File: config.mk
export PLATFORM = sky130hd
export DESIGN_NAME = thread_slot_round_robin_scheduler
export DESIGN_NICKNAME = d
export VERILOG_FILES = /design/src/tsrr_pkg.sv /design/src/tsrr_ram.sv /design/src/tsrr_ctrl.sv /design/src/tsrr_dp.sv /design/src/thread_slot_round_robin_scheduler.sv
export SDC_FILE = /design/constraint.sdc
export NUM_CORES = 2
export LEC_CHECK = 0
export ABC_AREA = 1
export BUFFER_PORTS_ARGS = -buffer_cell sky130_fd_sc_hd__buf_2
export CAP_MARGIN = 15
export CORE_ASPECT_RATIO = 2
export CORE_MARGIN = 8
export CORE_UTILIZATION = 47
export DETAILED_ROUTE_END_ITERATION = 8
export PLACE_DENSITY = 0.61
export SLEW_MARGIN = 20
export SYNTH_ARGS = -nofsm -noshare
export SYNTH_HDL_FRONTEND = slang
export SYNTH_HIERARCHICAL = 1
export SYNTH_SLANG_ARGS = --single-unit
File: constraint.sdc
create_clock -name i_clk -period 23.4 [get_ports i_clk]
set_clock_uncertainty 0.1 [all_clocks]
set_input_delay 1.17 -clock i_clk [delete_from_list [all_inputs] [get_ports i_clk]]
set_output_delay 1.17 -clock i_clk [all_outputs]
set_load 0.05 [all_outputs]
File: src/tsrr_pkg.sv
// shared types, codes and constants of the thread slot scheduler
`timescale 1ns / 1ps

package tsrr_pkg;

    // slot and field widths
    localparam int THREAD_W      = 7;
    localparam int OP_W          = 3;
    localparam int CODE_W        = 2;
    localparam int DEF_SLOTS     = 128;
    localparam int IDLE_SLOT     = 0;
    localparam int IN_DATA_W     = 16;
    localparam int OUT_DATA_W    = 16;

    // operation codes
    localparam logic [OP_W-1:0] OP_CREATE  = 3'd0;
    localparam logic [OP_W-1:0] OP_SLEEP   = 3'd1;
    localparam logic [OP_W-1:0] OP_WAKEUP  = 3'd2;
    localparam logic [OP_W-1:0] OP_SCHED   = 3'd3;
    localparam logic [OP_W-1:0] OP_RELEASE = 3'd4;

    // per-slot thread status
    localparam logic [1:0] ST_FREE    = 2'd0;
    localparam logic [1:0] ST_READY   = 2'd1;
    localparam logic [1:0] ST_RUNNING = 2'd2;
    localparam logic [1:0] ST_BLOCKED = 2'd3;

    // result status codes
    localparam logic [CODE_W-1:0] RC_OK          = 2'd0;
    localparam logic [CODE_W-1:0] RC_NO_FREE     = 2'd1;
    localparam logic [CODE_W-1:0] RC_IDLE_SLEEP  = 2'd2;
    localparam logic [CODE_W-1:0] RC_NOT_BLOCKED = 2'd3;

    // choice of the next running slot
    localparam logic [1:0] NS_NONE = 2'd0;
    localparam logic [1:0] NS_IDLE = 2'd1;
    localparam logic [1:0] NS_HEAD = 2'd2;
    localparam logic [1:0] NS_LINK = 2'd3;

    // commands from controller to datapath
    typedef struct packed {
        logic              load;
        logic              take_free;
        logic              rd_status;
        logic              rd_link;
        logic              ul_write;
        logic              set_empty;
        logic              append;
        logic              release_slot;
        logic              run;
        logic              chosen_subj;
        logic              emit;
        logic              st_we;
        logic [1:0]        st_val;
        logic              code_we;
        logic [CODE_W-1:0] code;
        logic [1:0]        next_sel;
    } t_cmd;

    // status from datapath to controller
    typedef struct packed {
        logic [OP_W-1:0] op;
        logic            no_free;
        logic            cur_idle;
        logic            tgt_ok;
        logic            in_queue;
        logic            st_blocked;
        logic            st_running;
        logic            q_empty;
        logic            q_single;
        logic            subj_tail;
        logic            out_free;
    } t_stat;

endpackage

File: src/tsrr_ram.sv
// generic single-port-write ram with registered read
`timescale 1ns / 1ps

module tsrr_ram #(
    parameter int WIDTH = 8,
    parameter int DEPTH = 128
) (
    input  logic                     i_clk,
    input  logic                     i_we,
    input  logic [$clog2(DEPTH)-1:0] i_wa,
    input  logic [WIDTH-1:0]         i_wd,
    input  logic                     i_re,
    input  logic [$clog2(DEPTH)-1:0] i_ra,
    output logic [WIDTH-1:0]         o_rd
);

    logic [WIDTH-1:0] r_mem [DEPTH];
    logic [WIDTH-1:0] r_rd;

    // write port
    always_ff @(posedge i_clk) begin
        if (i_we) begin
            r_mem[i_wa] <= i_wd;
        end
    end

    // registered read port
    always_ff @(posedge i_clk) begin
        if (i_re) begin
            r_rd <= r_mem[i_ra];
        end
    end

    assign o_rd = r_rd;

endmodule

File: src/tsrr_ctrl.sv
// controller state machine sequencing each scheduler operation
`timescale 1ns / 1ps

module tsrr_ctrl (
    input  logic           i_clk,
    input  logic           i_rst_n,
    input  logic           i_s_tvalid,
    output logic           o_s_tready,
    input  tsrr_pkg::t_stat i_stat,
    output tsrr_pkg::t_cmd  o_cmd
);

    localparam logic [3:0] S_IDLE = 4'd0;
    localparam logic [3:0] S_DISP = 4'd1;
    localparam logic [3:0] S_FIND = 4'd2;
    localparam logic [3:0] S_CRD  = 4'd3;
    localparam logic [3:0] S_CHK  = 4'd4;
    localparam logic [3:0] S_ULR  = 4'd5;
    localparam logic [3:0] S_APP  = 4'd6;
    localparam logic [3:0] S_BLK  = 4'd7;
    localparam logic [3:0] S_WCHK = 4'd8;
    localparam logic [3:0] S_SCH1 = 4'd9;
    localparam logic [3:0] S_SCH2 = 4'd10;
    localparam logic [3:0] S_RUN  = 4'd11;
    localparam logic [3:0] S_OUT  = 4'd12;

    logic [3:0]     r_state;
    logic [3:0]     n_state;
    logic [3:0]     w_ret;
    tsrr_pkg::t_cmd w_cmd;

    // state register
    always_ff @(posedge i_clk) begin
        if (!i_rst_n) begin
            r_state <= S_IDLE;
        end else begin
            r_state <= n_state;
        end
    end

    // state after an unlink: create appends, sleep blocks
    assign w_ret = (i_stat.op == tsrr_pkg::OP_CREATE) ? S_APP : S_BLK;

    // next state and commands
    always_comb begin
        n_state = r_state;
        w_cmd   = '0;
        case (r_state)
            S_IDLE: begin
                if (i_s_tvalid) begin
                    w_cmd.load = 1'b1;
                    n_state    = S_DISP;
                end
            end
            S_DISP: begin
                case (i_stat.op)
                    tsrr_pkg::OP_CREATE: begin
                        n_state = S_FIND;
                    end
                    tsrr_pkg::OP_SLEEP: begin
                        if (i_stat.cur_idle) begin
                            w_cmd.code_we = 1'b1;
                            w_cmd.code    = tsrr_pkg::RC_IDLE_SLEEP;
                            n_state       = S_OUT;
                        end else begin
                            w_cmd.rd_status = 1'b1;
                            n_state         = S_CHK;
                        end
                    end
                    tsrr_pkg::OP_WAKEUP: begin
                        if (i_stat.tgt_ok) begin
                            w_cmd.rd_status = 1'b1;
                            n_state         = S_WCHK;
                        end else begin
                            w_cmd.code_we = 1'b1;
                            w_cmd.code    = tsrr_pkg::RC_NOT_BLOCKED;
                            n_state       = S_OUT;
                        end
                    end
                    tsrr_pkg::OP_SCHED: begin
                        w_cmd.rd_status = 1'b1;
                        n_state         = S_SCH1;
                    end
                    tsrr_pkg::OP_RELEASE: begin
                        w_cmd.release_slot = 1'b1;
                        n_state            = S_OUT;
                    end
                    default: begin
                        n_state = S_OUT;
                    end
                endcase
            end
            S_FIND: begin
                if (i_stat.no_free) begin
                    w_cmd.code_we = 1'b1;
                    w_cmd.code    = tsrr_pkg::RC_NO_FREE;
                    n_state       = S_OUT;
                end else begin
                    w_cmd.take_free = 1'b1;
                    n_state         = S_CRD;
                end
            end
            S_CRD: begin
                w_cmd.rd_status = 1'b1;
                n_state         = S_CHK;
            end
            // take the subject out of the run queue if it is queued
            S_CHK: begin
                if (i_stat.in_queue && !i_stat.q_empty) begin
                    if (i_stat.q_single) begin
                        w_cmd.set_empty = 1'b1;
                        n_state         = w_ret;
                    end else begin
                        w_cmd.rd_link = 1'b1;
                        n_state       = S_ULR;
                    end
                end else begin
                    n_state = w_ret;
                end
            end
            S_ULR: begin
                w_cmd.ul_write = 1'b1;
                n_state        = w_ret;
            end
            S_APP: begin
                w_cmd.st_we       = 1'b1;
                w_cmd.st_val      = tsrr_pkg::ST_READY;
                w_cmd.append      = 1'b1;
                w_cmd.chosen_subj = (i_stat.op == tsrr_pkg::OP_CREATE);
                n_state           = S_OUT;
            end
            S_BLK: begin
                w_cmd.st_we  = 1'b1;
                w_cmd.st_val = tsrr_pkg::ST_BLOCKED;
                n_state      = S_OUT;
            end
            S_WCHK: begin
                if (i_stat.st_blocked) begin
                    n_state = S_APP;
                end else begin
                    w_cmd.code_we = 1'b1;
                    w_cmd.code    = tsrr_pkg::RC_NOT_BLOCKED;
                    n_state       = S_OUT;
                end
            end
            // round-robin choice
            S_SCH1: begin
                n_state = S_RUN;
                if (i_stat.q_empty) begin
                    w_cmd.next_sel = tsrr_pkg::NS_IDLE;
                end else if (i_stat.cur_idle) begin
                    w_cmd.next_sel = tsrr_pkg::NS_HEAD;
                    w_cmd.st_we    = 1'b1;
                    w_cmd.st_val   = tsrr_pkg::ST_READY;
                end else if (!i_stat.st_running) begin
                    w_cmd.next_sel = tsrr_pkg::NS_HEAD;
                end else if (i_stat.subj_tail) begin
                    w_cmd.next_sel = tsrr_pkg::NS_HEAD;
                    w_cmd.st_we    = 1'b1;
                    w_cmd.st_val   = tsrr_pkg::ST_READY;
                end else begin
                    w_cmd.rd_link = 1'b1;
                    w_cmd.st_we   = 1'b1;
                    w_cmd.st_val  = tsrr_pkg::ST_READY;
                    n_state       = S_SCH2;
                end
            end
            S_SCH2: begin
                w_cmd.next_sel = tsrr_pkg::NS_LINK;
                n_state        = S_RUN;
            end
            S_RUN: begin
                w_cmd.run = 1'b1;
                n_state   = S_OUT;
            end
            S_OUT: begin
                if (i_stat.out_free) begin
                    w_cmd.emit = 1'b1;
                    n_state    = S_IDLE;
                end
            end
            default: begin
                n_state = S_IDLE;
            end
        endcase
    end

    assign o_cmd      = w_cmd;
    assign o_s_tready = (r_state == S_IDLE);

endmodule

File: src/tsrr_dp.sv
// datapath: slot map, status and link memories, queue pointers, result register
`timescale 1ns / 1ps

module tsrr_dp #(
    parameter int THREAD_SLOTS = tsrr_pkg::DEF_SLOTS
) (
    input  logic                                 i_clk,
    input  logic                                 i_rst_n,
    input  logic [tsrr_pkg::IN_DATA_W-1:0]       i_s_tdata,
    output logic                                 o_m_tvalid,
    input  logic                                 i_m_tready,
    output logic [tsrr_pkg::OUT_DATA_W-1:0]      o_m_tdata,
    input  tsrr_pkg::t_cmd                       i_cmd,
    output tsrr_pkg::t_stat                      o_stat
);

    localparam int TW   = tsrr_pkg::THREAD_W;
    localparam int AW   = $clog2(THREAD_SLOTS);
    localparam int NGRP = (THREAD_SLOTS + 7) / 8;

    logic [tsrr_pkg::OP_W-1:0]   w_op_in;
    logic [TW-1:0]               w_tgt_in;
    logic [tsrr_pkg::OP_W-1:0]   r_op;
    logic [TW-1:0]               r_tgt;
    logic [TW-1:0]               r_subj;
    logic [TW-1:0]               r_next;
    logic [TW-1:0]               r_head;
    logic [TW-1:0]               r_tail;
    logic                        r_empty;
    logic [TW-1:0]               r_run;
    logic [THREAD_SLOTS-1:0]     r_alloc;
    logic [THREAD_SLOTS-1:0]     r_st_vld;
    logic [AW-1:0]               r_rd_a;
    logic [TW-1:0]               r_chosen;
    logic [tsrr_pkg::CODE_W-1:0] r_code;
    logic                        r_out_vld;
    logic [tsrr_pkg::OUT_DATA_W-1:0] r_out_data;

    logic [NGRP*8-1:0]           w_pad;
    logic [2:0]                  w_glow [NGRP];
    logic [2:0]                  r_glow [NGRP];
    logic [NGRP-1:0]             r_gfree;
    logic [TW-1:0]               w_found;

    logic [1:0]                  w_st_q;
    logic [1:0]                  w_st;
    logic [TW-1:0]               w_nxt_q;
    logic [TW-1:0]               w_prv_q;
    logic                        w_tgt_ok;

    logic                        w_st_we;
    logic [AW-1:0]               w_st_wa;
    logic [1:0]                  w_st_wd;
    logic                        w_nxt_we;
    logic [AW-1:0]               w_nxt_wa;
    logic [TW-1:0]               w_nxt_wd;
    logic                        w_prv_we;
    logic [AW-1:0]               w_prv_wa;
    logic [TW-1:0]               w_prv_wd;

    // input item fields
    assign w_op_in  = i_s_tdata[tsrr_pkg::OP_W-1:0];
    assign w_tgt_in = i_s_tdata[tsrr_pkg::OP_W +: TW];

    assign w_tgt_ok = ({1'b0, r_tgt} < (TW + 1)'(THREAD_SLOTS));

    // free slot search, first level: per group of eight
    always_comb begin
        w_pad = '1;
        w_pad[THREAD_SLOTS-1:0] = r_alloc;
        for (int g = 0; g < NGRP; g++) begin
            w_glow[g] = 3'd0;
            for (int b = 7; b >= 0; b--) begin
                if (!w_pad[g*8+b]) begin
                    w_glow[g] = 3'(b);
                end
            end
        end
    end

    always_ff @(posedge i_clk) begin
        for (int g = 0; g < NGRP; g++) begin
            r_gfree[g] <= ~&w_pad[g*8 +: 8];
            r_glow[g]  <= w_glow[g];
        end
    end

    // free slot search, second level: lowest group with a free slot
    always_comb begin
        w_found = '0;
        for (int g = NGRP - 1; g >= 0; g--) begin
            if (r_gfree[g]) begin
                w_found = TW'(g * 8) | TW'(r_glow[g]);
            end
        end
    end

    // status read, unwritten entries read as their reset value
    assign w_st = r_st_vld[r_rd_a] ? w_st_q :
                  ((r_rd_a == AW'(tsrr_pkg::IDLE_SLOT)) ? tsrr_pkg::ST_RUNNING
                                                         : tsrr_pkg::ST_FREE);

    // memory write ports
    always_comb begin
        w_st_we  = i_cmd.st_we | i_cmd.run;
        w_st_wa  = i_cmd.run ? r_next[AW-1:0] : r_subj[AW-1:0];
        w_st_wd  = i_cmd.run ? tsrr_pkg::ST_RUNNING : i_cmd.st_val;
        w_nxt_we = 1'b0;
        w_nxt_wa = r_tail[AW-1:0];
        w_nxt_wd = r_subj;
        w_prv_we = 1'b0;
        w_prv_wa = r_subj[AW-1:0];
        w_prv_wd = r_tail;
        if (i_cmd.ul_write) begin
            w_nxt_we = (r_head != r_subj);
            w_nxt_wa = w_prv_q[AW-1:0];
            w_nxt_wd = w_nxt_q;
            w_prv_we = (r_tail != r_subj);
            w_prv_wa = w_nxt_q[AW-1:0];
            w_prv_wd = w_prv_q;
        end else if (i_cmd.append && !r_empty) begin
            w_nxt_we = 1'b1;
            w_prv_we = 1'b1;
        end
    end

    tsrr_ram #(.WIDTH(2), .DEPTH(THREAD_SLOTS)) u_status_ram (
        .i_clk (i_clk),
        .i_we  (w_st_we),
        .i_wa  (w_st_wa),
        .i_wd  (w_st_wd),
        .i_re  (i_cmd.rd_status),
        .i_ra  (r_subj[AW-1:0]),
        .o_rd  (w_st_q)
    );

    tsrr_ram #(.WIDTH(TW), .DEPTH(THREAD_SLOTS)) u_next_ram (
        .i_clk (i_clk),
        .i_we  (w_nxt_we),
        .i_wa  (w_nxt_wa),
        .i_wd  (w_nxt_wd),
        .i_re  (i_cmd.rd_link),
        .i_ra  (r_subj[AW-1:0]),
        .o_rd  (w_nxt_q)
    );

    tsrr_ram #(.WIDTH(TW), .DEPTH(THREAD_SLOTS)) u_prev_ram (
        .i_clk (i_clk),
        .i_we  (w_prv_we),
        .i_wa  (w_prv_wa),
        .i_wd  (w_prv_wd),
        .i_re  (i_cmd.rd_link),
        .i_ra  (r_subj[AW-1:0]),
        .o_rd  (w_prv_q)
    );

    // operation payload and working registers
    always_ff @(posedge i_clk) begin
        if (i_cmd.load) begin
            r_op     <= w_op_in;
            r_tgt    <= w_tgt_in;
            r_subj   <= (w_op_in inside {tsrr_pkg::OP_SLEEP, tsrr_pkg::OP_SCHED})
                        ? r_run : w_tgt_in;
            r_chosen <= '0;
            r_code   <= tsrr_pkg::RC_OK;
        end
        if (i_cmd.take_free) begin
            r_subj <= w_found;
        end
        if (i_cmd.rd_status) begin
            r_rd_a <= r_subj[AW-1:0];
        end
        if (i_cmd.code_we) begin
            r_code <= i_cmd.code;
        end
        if (i_cmd.chosen_subj) begin
            r_chosen <= r_subj;
        end
        if (i_cmd.run) begin
            r_chosen <= r_next;
        end
        case (i_cmd.next_sel)
            tsrr_pkg::NS_IDLE: r_next <= TW'(tsrr_pkg::IDLE_SLOT);
            tsrr_pkg::NS_HEAD: r_next <= r_head;
            tsrr_pkg::NS_LINK: r_next <= w_nxt_q;
            default: ;
        endcase
    end

    // queue pointers, running slot, slot map and status valid bits
    always_ff @(posedge i_clk) begin
        if (!i_rst_n) begin
            r_head   <= '0;
            r_tail   <= '0;
            r_empty  <= 1'b1;
            r_run    <= TW'(tsrr_pkg::IDLE_SLOT);
            r_alloc  <= THREAD_SLOTS'(1) << tsrr_pkg::IDLE_SLOT;
            r_st_vld <= '0;
        end else begin
            if (i_cmd.set_empty) begin
                r_empty <= 1'b1;
            end
            if (i_cmd.ul_write) begin
                if (r_head == r_subj) begin
                    r_head <= w_nxt_q;
                end
                if (r_tail == r_subj) begin
                    r_tail <= w_prv_q;
                end
            end
            if (i_cmd.append) begin
                r_tail <= r_subj;
                if (r_empty) begin
                    r_head  <= r_subj;
                    r_empty <= 1'b0;
                end
            end
            if (i_cmd.run) begin
                r_run <= r_next;
            end
            if (i_cmd.take_free) begin
                r_alloc[w_found[AW-1:0]] <= 1'b1;
            end
            if (i_cmd.release_slot && w_tgt_ok &&
                (r_tgt != TW'(tsrr_pkg::IDLE_SLOT))) begin
                r_alloc[r_tgt[AW-1:0]] <= 1'b0;
            end
            if (w_st_we) begin
                r_st_vld[w_st_wa] <= 1'b1;
            end
        end
    end

    // result register, free again once the item is taken
    always_ff @(posedge i_clk) begin
        if (!i_rst_n) begin
            r_out_vld <= 1'b0;
        end else if (i_cmd.emit) begin
            r_out_vld <= 1'b1;
        end else if (i_m_tready) begin
            r_out_vld <= 1'b0;
        end
    end

    always_ff @(posedge i_clk) begin
        if (i_cmd.emit) begin
            r_out_data <= {r_run, r_code, r_chosen};
        end
    end

    // status to controller
    always_comb begin
        o_stat            = '0;
        o_stat.op         = r_op;
        o_stat.no_free    = ~|r_gfree;
        o_stat.cur_idle   = (r_run == TW'(tsrr_pkg::IDLE_SLOT));
        o_stat.tgt_ok     = w_tgt_ok;
        o_stat.in_queue   = (r_subj != TW'(tsrr_pkg::IDLE_SLOT)) &&
                            ((w_st == tsrr_pkg::ST_READY) ||
                             (w_st == tsrr_pkg::ST_RUNNING));
        o_stat.st_blocked = (w_st == tsrr_pkg::ST_BLOCKED);
        o_stat.st_running = (w_st == tsrr_pkg::ST_RUNNING);
        o_stat.q_empty    = r_empty;
        o_stat.q_single   = (r_head == r_subj) && (r_tail == r_subj);
        o_stat.subj_tail  = (r_tail == r_subj);
        o_stat.out_free   = !r_out_vld || i_m_tready;
    end

    assign o_m_tvalid = r_out_vld;
    assign o_m_tdata  = r_out_data;

endmodule

File: src/thread_slot_round_robin_scheduler.sv
// top level of the round-robin thread slot scheduler
//
//  channel  direction  handshake               tdata fields (low bit up)
//  s        in         i_s_tvalid/o_s_tready   operation[2:0] target_thread[9:3]
//  m        out        o_m_tvalid/i_m_tready   chosen_thread[6:0] status[8:7]
//                                              running_now[15:9]
//
// one operation at a time; the time from acceptance to result is set by the
// dependent status and link memory reads of an unlink followed by an append
// (create is the longest path); the next item can be taken in the cycle after
// the result is issued.
// reset: synchronous, active low; no clearing pass, status entries carry
// valid bits. a result waiting in the output register does not stop the
// next item from being accepted; only a second result waits for it.
`timescale 1ns / 1ps

module thread_slot_round_robin_scheduler #(
    parameter int THREAD_SLOTS = tsrr_pkg::DEF_SLOTS
) (
    input  logic                             i_clk,
    input  logic                             i_rst_n,
    input  logic                             i_s_tvalid,
    output logic                             o_s_tready,
    // operation[2:0], target_thread[9:3], zero fill above
    input  logic [tsrr_pkg::IN_DATA_W-1:0]   i_s_tdata,
    output logic                             o_m_tvalid,
    input  logic                             i_m_tready,
    // chosen_thread[6:0], status[8:7], running_now[15:9]
    output logic [tsrr_pkg::OUT_DATA_W-1:0]  o_m_tdata
);

    tsrr_pkg::t_cmd  w_cmd;
    tsrr_pkg::t_stat w_stat;

    // operation sequencer
    tsrr_ctrl u_ctrl (
        .i_clk      (i_clk),
        .i_rst_n    (i_rst_n),
        .i_s_tvalid (i_s_tvalid),
        .o_s_tready (o_s_tready),
        .i_stat     (w_stat),
        .o_cmd      (w_cmd)
    );

    // scheduler state and memories
    tsrr_dp #(.THREAD_SLOTS(THREAD_SLOTS)) u_dp (
        .i_clk      (i_clk),
        .i_rst_n    (i_rst_n),
        .i_s_tdata  (i_s_tdata),
        .o_m_tvalid (o_m_tvalid),
        .i_m_tready (i_m_tready),
        .o_m_tdata  (o_m_tdata),
        .i_cmd      (w_cmd),
        .o_stat     (w_stat)
    );

endmodule

; Word level (Yosys, flattened, before mapping)
; Memory sizes are Yosys's and may differ from the RTL's. A register that Yosys moved wholly into a read port is not among the register bits.
; Cells that the tools add are included.
[totals]
ff_bits = 355
mem_bits_rw = 2096
in_bits = 20
output_inout_bits = 18
elab_cells = 370
mem_count = 4
[classes]
n_lt_le_gt_ge = 7
eq_ne = 30
mux = 244
n_bitwise = 5
n_reduce_logical = 63
[memory_table]
columns = memory, words, word_bits, rd, rd_clocked_by_memory_dff, write_ports, line
row1 = u_dp.u_next_ram.r_mem, 128, 7, 1, 1, 1, tsrr_ram.sv:17  ; logic [WIDTH-1:0] r_mem [DEPTH];
row2 = u_dp.u_prev_ram.r_mem, 128, 7, 1, 1, 1, tsrr_ram.sv:17
row3 = u_dp.u_status_ram.r_mem, 128, 2, 1, 1, 1, tsrr_ram.sv:17
row4 = u_dp.r_glow, 16, 3, 16, 0, 16, tsrr_dp.sv:41  ; logic [2:0] r_glow [NGRP];
[op_table]
columns = cell, count
row1 = 2-to-1 mux 3 bit, 135
row2 = 2-to-1 mux 128 bit, 3
row3 = OR 128 bit, 2
row4 = 2-to-1 mux 7 bit, 32
row5 = bitwise AND 128 bit, 1
row6 = inverter 128 bit, 1
row7 = AND reduction 8 bit, 16
row8 = one-hot mux 4 bit (11 select lines), 1
row9 = 2-to-1 mux 1 bit, 42
row10 = 2-to-1 mux 4 bit, 10
row11 = < comparator 7 x 8 -> 1 bit (second input constant), 4
row12 = demux 1 bit (select 7 bit), 3
row13 = >= comparator 7 x 1 -> 1 bit (second input constant), 3
row14 = one-hot mux 7 bit (3 select lines), 1
row15 = == test 4 bit (second input constant), 5
row16 = zero test 1 bit, 18
row17 = 2-to-1 mux 2 bit, 9
row18 = one-hot mux 3 bit (3 select lines), 2
row19 = == test 4 x 3 -> 1 bit (second input constant), 4
row20 = one-hot mux 4 bit (4 select lines), 1
row21 = OR reduction 16 bit, 1
row22 = == test 7 bit, 2
row23 = zero test 7 bit, 2
row24 = != test 7 bit, 2
row25 = other kinds (23), 49

; Depth between registers and ports, before layout
; An unclocked memory read counts as a cell.
[logic_depth]
depth_word = 26
ltp_mapped = 24
mapped_depth_nobuf = 20

; Modules after synthesis
; The synthesis kept the hierarchy.
[modules_own_cells]
columns = module, n_inst, cells_each, area_per_inst_um2, seq_area_each_um2
row1 = tsrr_ram at u_dp.u_next_ram ..., 2, 3152, 37161.9, 27116.0
row2 = tsrr_dp, 1, 2285, 17528.1, 8548.2
row3 = tsrr_ram at u_dp.u_status_ram, 1, 1041, 11115.7, 7747.4
row4 = tsrr_ctrl, 1, 129, 628.1, 80.1

; Least setup slack after synthesis
; No wires, ideal clock.
[synth_path]
kind = reg-to-reg
from = register u_ctrl.r_state[1]
to = memory u_dp/u_prev_ram/r_mem[107][0] in the netlist's numbering, enable pin
setup_ns = 0.360
arrival_ns = 8.006
t_required_ns = 22.940
setup_slack_ns = 14.934
path_stages_with_launch = 12
n_path_buf = 3
period_less_slack_ns = 8.466
cell_sequence = dfxtp_1 > nor2_4 > nand2_1 > inv_1 > clkbuf_1 > clkbuf_1 > o21ai_0 > inv_1 > nor3_1 > nand2_1 > clkbuf_1 > nor2_1
[synth_lines]
columns = element, line
row1 = start: declaration, tsrr_ctrl.sv:27  ; logic [3:0] r_state;
row2 = start signal: assignment, tsrr_ctrl.sv:37  ; r_state <= n_state;
row3 = end: declaration, tsrr_ram.sv:17

==> impl_metrics.toml <==
[sta]
hold_viol = 0
setup-violations-final = 0
setup_tns_ns = 0
relSlewSlack_pct = 19.3
period_needed_ns = 5.70
final.period_utilization_pct = 24.3
worst_pin_slew_ns = 1.21
rsz0062_at_grt = "false"
drv_slew = 0
fmax_mhz = 176

[grt]
grt_usage_pct = 21.6
grt_pass1_wl_um = 400000
overflow = 0
met3_usage_pct = 2.37
grt_pass1_vias = 66600
grt_max_degree = 248
use_met1_pct = 29.4
busiest_layer = "met2"
met2_usage_pct = 35.9
grt_antenna_before_repair = 1

[synthesis]
yosysWarnings = 6
avgSynthCellArea_sq_um = 10.6
synth_cell_types = 52
syn-instance-count = 9759
async_reset_ff_share_pct = 0
netlist_area_sq_mm = 0.104
yosys_most_used_dff = "edfxtp_1"
synth_edf_count = 2120
ys_ff_latch = 2467
syn-num-nets = 9781
ys_seq_area_share_pct = 68.2

[drt]
drc_errors = 0
vias = 70200
wirelength_um = 265000
vias_per_cell = 5.54
ant_nets = 0
dr.pass1.iters = 6
drt_iter0_markers = 6512
wl_per_cell_um = 20.9

[clock_network]
cts_root_buf = "clkbuf_16"
htreeDepth = 4
cts_hold_buf = 0
clk_latency_ns = 0.90
path_clk_slew_ns = 0.06
ctsResizeCount = 0
cts_sinks = 2467
clock_path_buffers = 4
cts_buffers = 222
cts_tree = "done"
cts_setup_buffers = 0

[worst_setup_path]
path_buf_inv = 5
reg2reg_slack_ns = 17.70
arrival_ns = 6.12
crit_chain = "buf_4 > inv_2 > buf_4 > a21oi_1 > o21ai_0 > o21ai_0 > o211ai_1 > nand3_1 > nand3_1 > nand3b_1 > o31ai_1 > ha_1 > o21ai_0 > o21ai_0 > inv_1 > nor2_4 > buf_4"
crit_fanout = 89
critPathLaunchType = "register"
cp-end-kind = "register"
cp_top_family = "buffers and inverters"
crit_type = "reg2reg"
critical_path.max_stage_delay_ns = 0.83
required_ns = 23.82
crit_slowest_cell = "buf_4"
crit_top_cell = "o21ai_0"

[final_layout]
layout_commonest_cell = "nand2_1"
syn2layout_area_growth_pct = 8.02
final_nets = 9571
final_cell_mix = "2801 x nand2_1, 2120 x edfxtp_1, 2070 x nand3_1"
final_layout_size_suffix_gt1_share_pct = 5.76
nFillCells = 19400

[floorplan]
fp.dieArea_sq_mm = 0.237
die_w_um = 348
coreArea_sq_mm = 0.220
die_h_um = 680
num_rows = 244
initial_utilization_pct = 47.1
ios = 38

[run_status]
status = "finished clean"

[flow_run]
maxCapViolCount = 0

[power]
power.density_mw_per_mm2 = 111
vdd_drop_max_mv = 0.0841
p_leak_uw = 0.0389
p_total_uw = 12500

[placed_design]
finalWeightedCongestion = 0.851
port_buffers = 31
dpl.hpwl_um = 148000

[min_path]
min_path_type = "reg2reg"
cell usage after synthesis (11+ instances only):
cell      count  share of area, %
o21ai_0     241               1.2
buf_6       102               1.1
clkbuf_1    141              0.51
nand2_2      12             0.072
edfxtp_1   2120                61
buf_1        31              0.11
nor4_1       20              0.12
dfxtp_1     347               6.7
nor3_1       69              0.33
buf_2       210               1.0
nand3_1    2072                10
nor2_2       11             0.066
a21oi_1     351               1.7
nor3_2       11              0.11
a31oi_1      27              0.16
inv_1       332               1.2
inv_2        18             0.065
nand4_1      19              0.11
nor2_1      620               2.2
o211ai_1     23              0.17
nand2_1    2808                10
buf_4        88              0.64
cells by family (layout without fill, tap and decap cells):
logic type,Yosys count,in the layout,share of synthesized area (%)
buffers and inverters,938,901,4.80
AO/OA/AOI/OAI,673,673,3.42
flip-flops,2467,2467,68.2
other,1,3,0.00362
XOR/XNOR,13,13,0.110
adder cells (fa/ha/maj),2,2,0.0242
AND/OR/NAND/NOR,5665,5665,23.5
per-layer routing:
metal  vias up  wire [um]
met1     33900     111000
met2      2384     127000
li1      33400          -
met5         -          0
met3       502      16500
met4         0       9750
final cells by class:
cell class	instances	area, sq um	share of cell area, %
tap	2952	3690	3.30
antenna	2	5.00	0.00447
clock inverter	91	817	0.730
clock buffer	306	6100	5.45
multi-input combinational	6354	28200	25.2
inverter	357	1390	1.24
sequential	2467	70600	63.1
timing repair buffer	147	1090	0.971
through the flow:
stage / worst slack, ns / cells / utilization (%) / hold WS [ns] / instance area [sq um]
6_report: 17.70 / 12700 / 50.8 / 0.320 / 112000
5_1_grt: 17.27 / 12700 / 50.8 / 0.334 / 112000
4_1_cts: 17.72 / 12700 / 50.8 / 0.322 / 112000
3_5_place_dp: 17.74 / 12300 / 47.7 / 0.305 / 105000
3_3_place_gp: 17.75 / 12300 / 47.7 / 0.306 / 105000
2_1_floorplan: 14.93 / 9759 / - / 0.300 / 104000
report_power, final:
group | total, uW | switching [uW] | leakage (uW) | internal (uW)
Combinational | 3770 | 2900 | 0.0138 | 874
Clock | 3530 | 1560 | 0.00338 | 1970
Sequential | 5160 | 25.0 | 0.0217 | 5130
Total | 12500 | 4480 | 0.0389 | 7970
final timing paths:
path	startpoint	endpoint	depth (start not counted)
worst min-delay path	u_dp/r_code[1]$_SDFFCE_PN0P_	u_dp/o_m_tdata[8]$_DFFE_PP_	0
worst max register to register	u_dp/r_rd_a[0]$_DFFE_PP_	u_dp/u_status_ram/r_mem[2][0]$_DFFE_PP_	17
worst min register to register	u_dp/r_code[1]$_SDFFCE_PN0P_	u_dp/o_m_tdata[8]$_DFFE_PP_	0
worst max-delay path	u_dp/r_rd_a[0]$_DFFE_PP_	u_dp/u_status_ram/r_mem[2][0]$_DFFE_PP_	17
state kept, by name (all words and copies together), names as in the netlist, 4 cells and up:
signal / cells
u_dp/u_prev_ram/r_mem: 896
u_dp/u_status_ram/r_mem: 256
u_dp/r_alloc: 128
u_dp/r_head: 7
u_dp/u_next_ram/o_rd: 7
u_dp/r_tail: 7
u_dp/r_next: 7
u_dp/r_tgt: 7
u_dp/r_subj: 7
u_dp/o_m_tdata: 16
u_dp/r_gfree: 16
u_dp/r_rd_a: 7
u_dp/r_run: 7
u_dp/u_prev_ram/o_rd: 7
u_dp/r_chosen: 7
u_dp/u_next_ram/r_mem: 896
u_ctrl/r_state: 4
u_dp/r_glow: 48
u_dp/r_st_vld: 128
No activity file was read; power rests on OpenSTA's default activity.
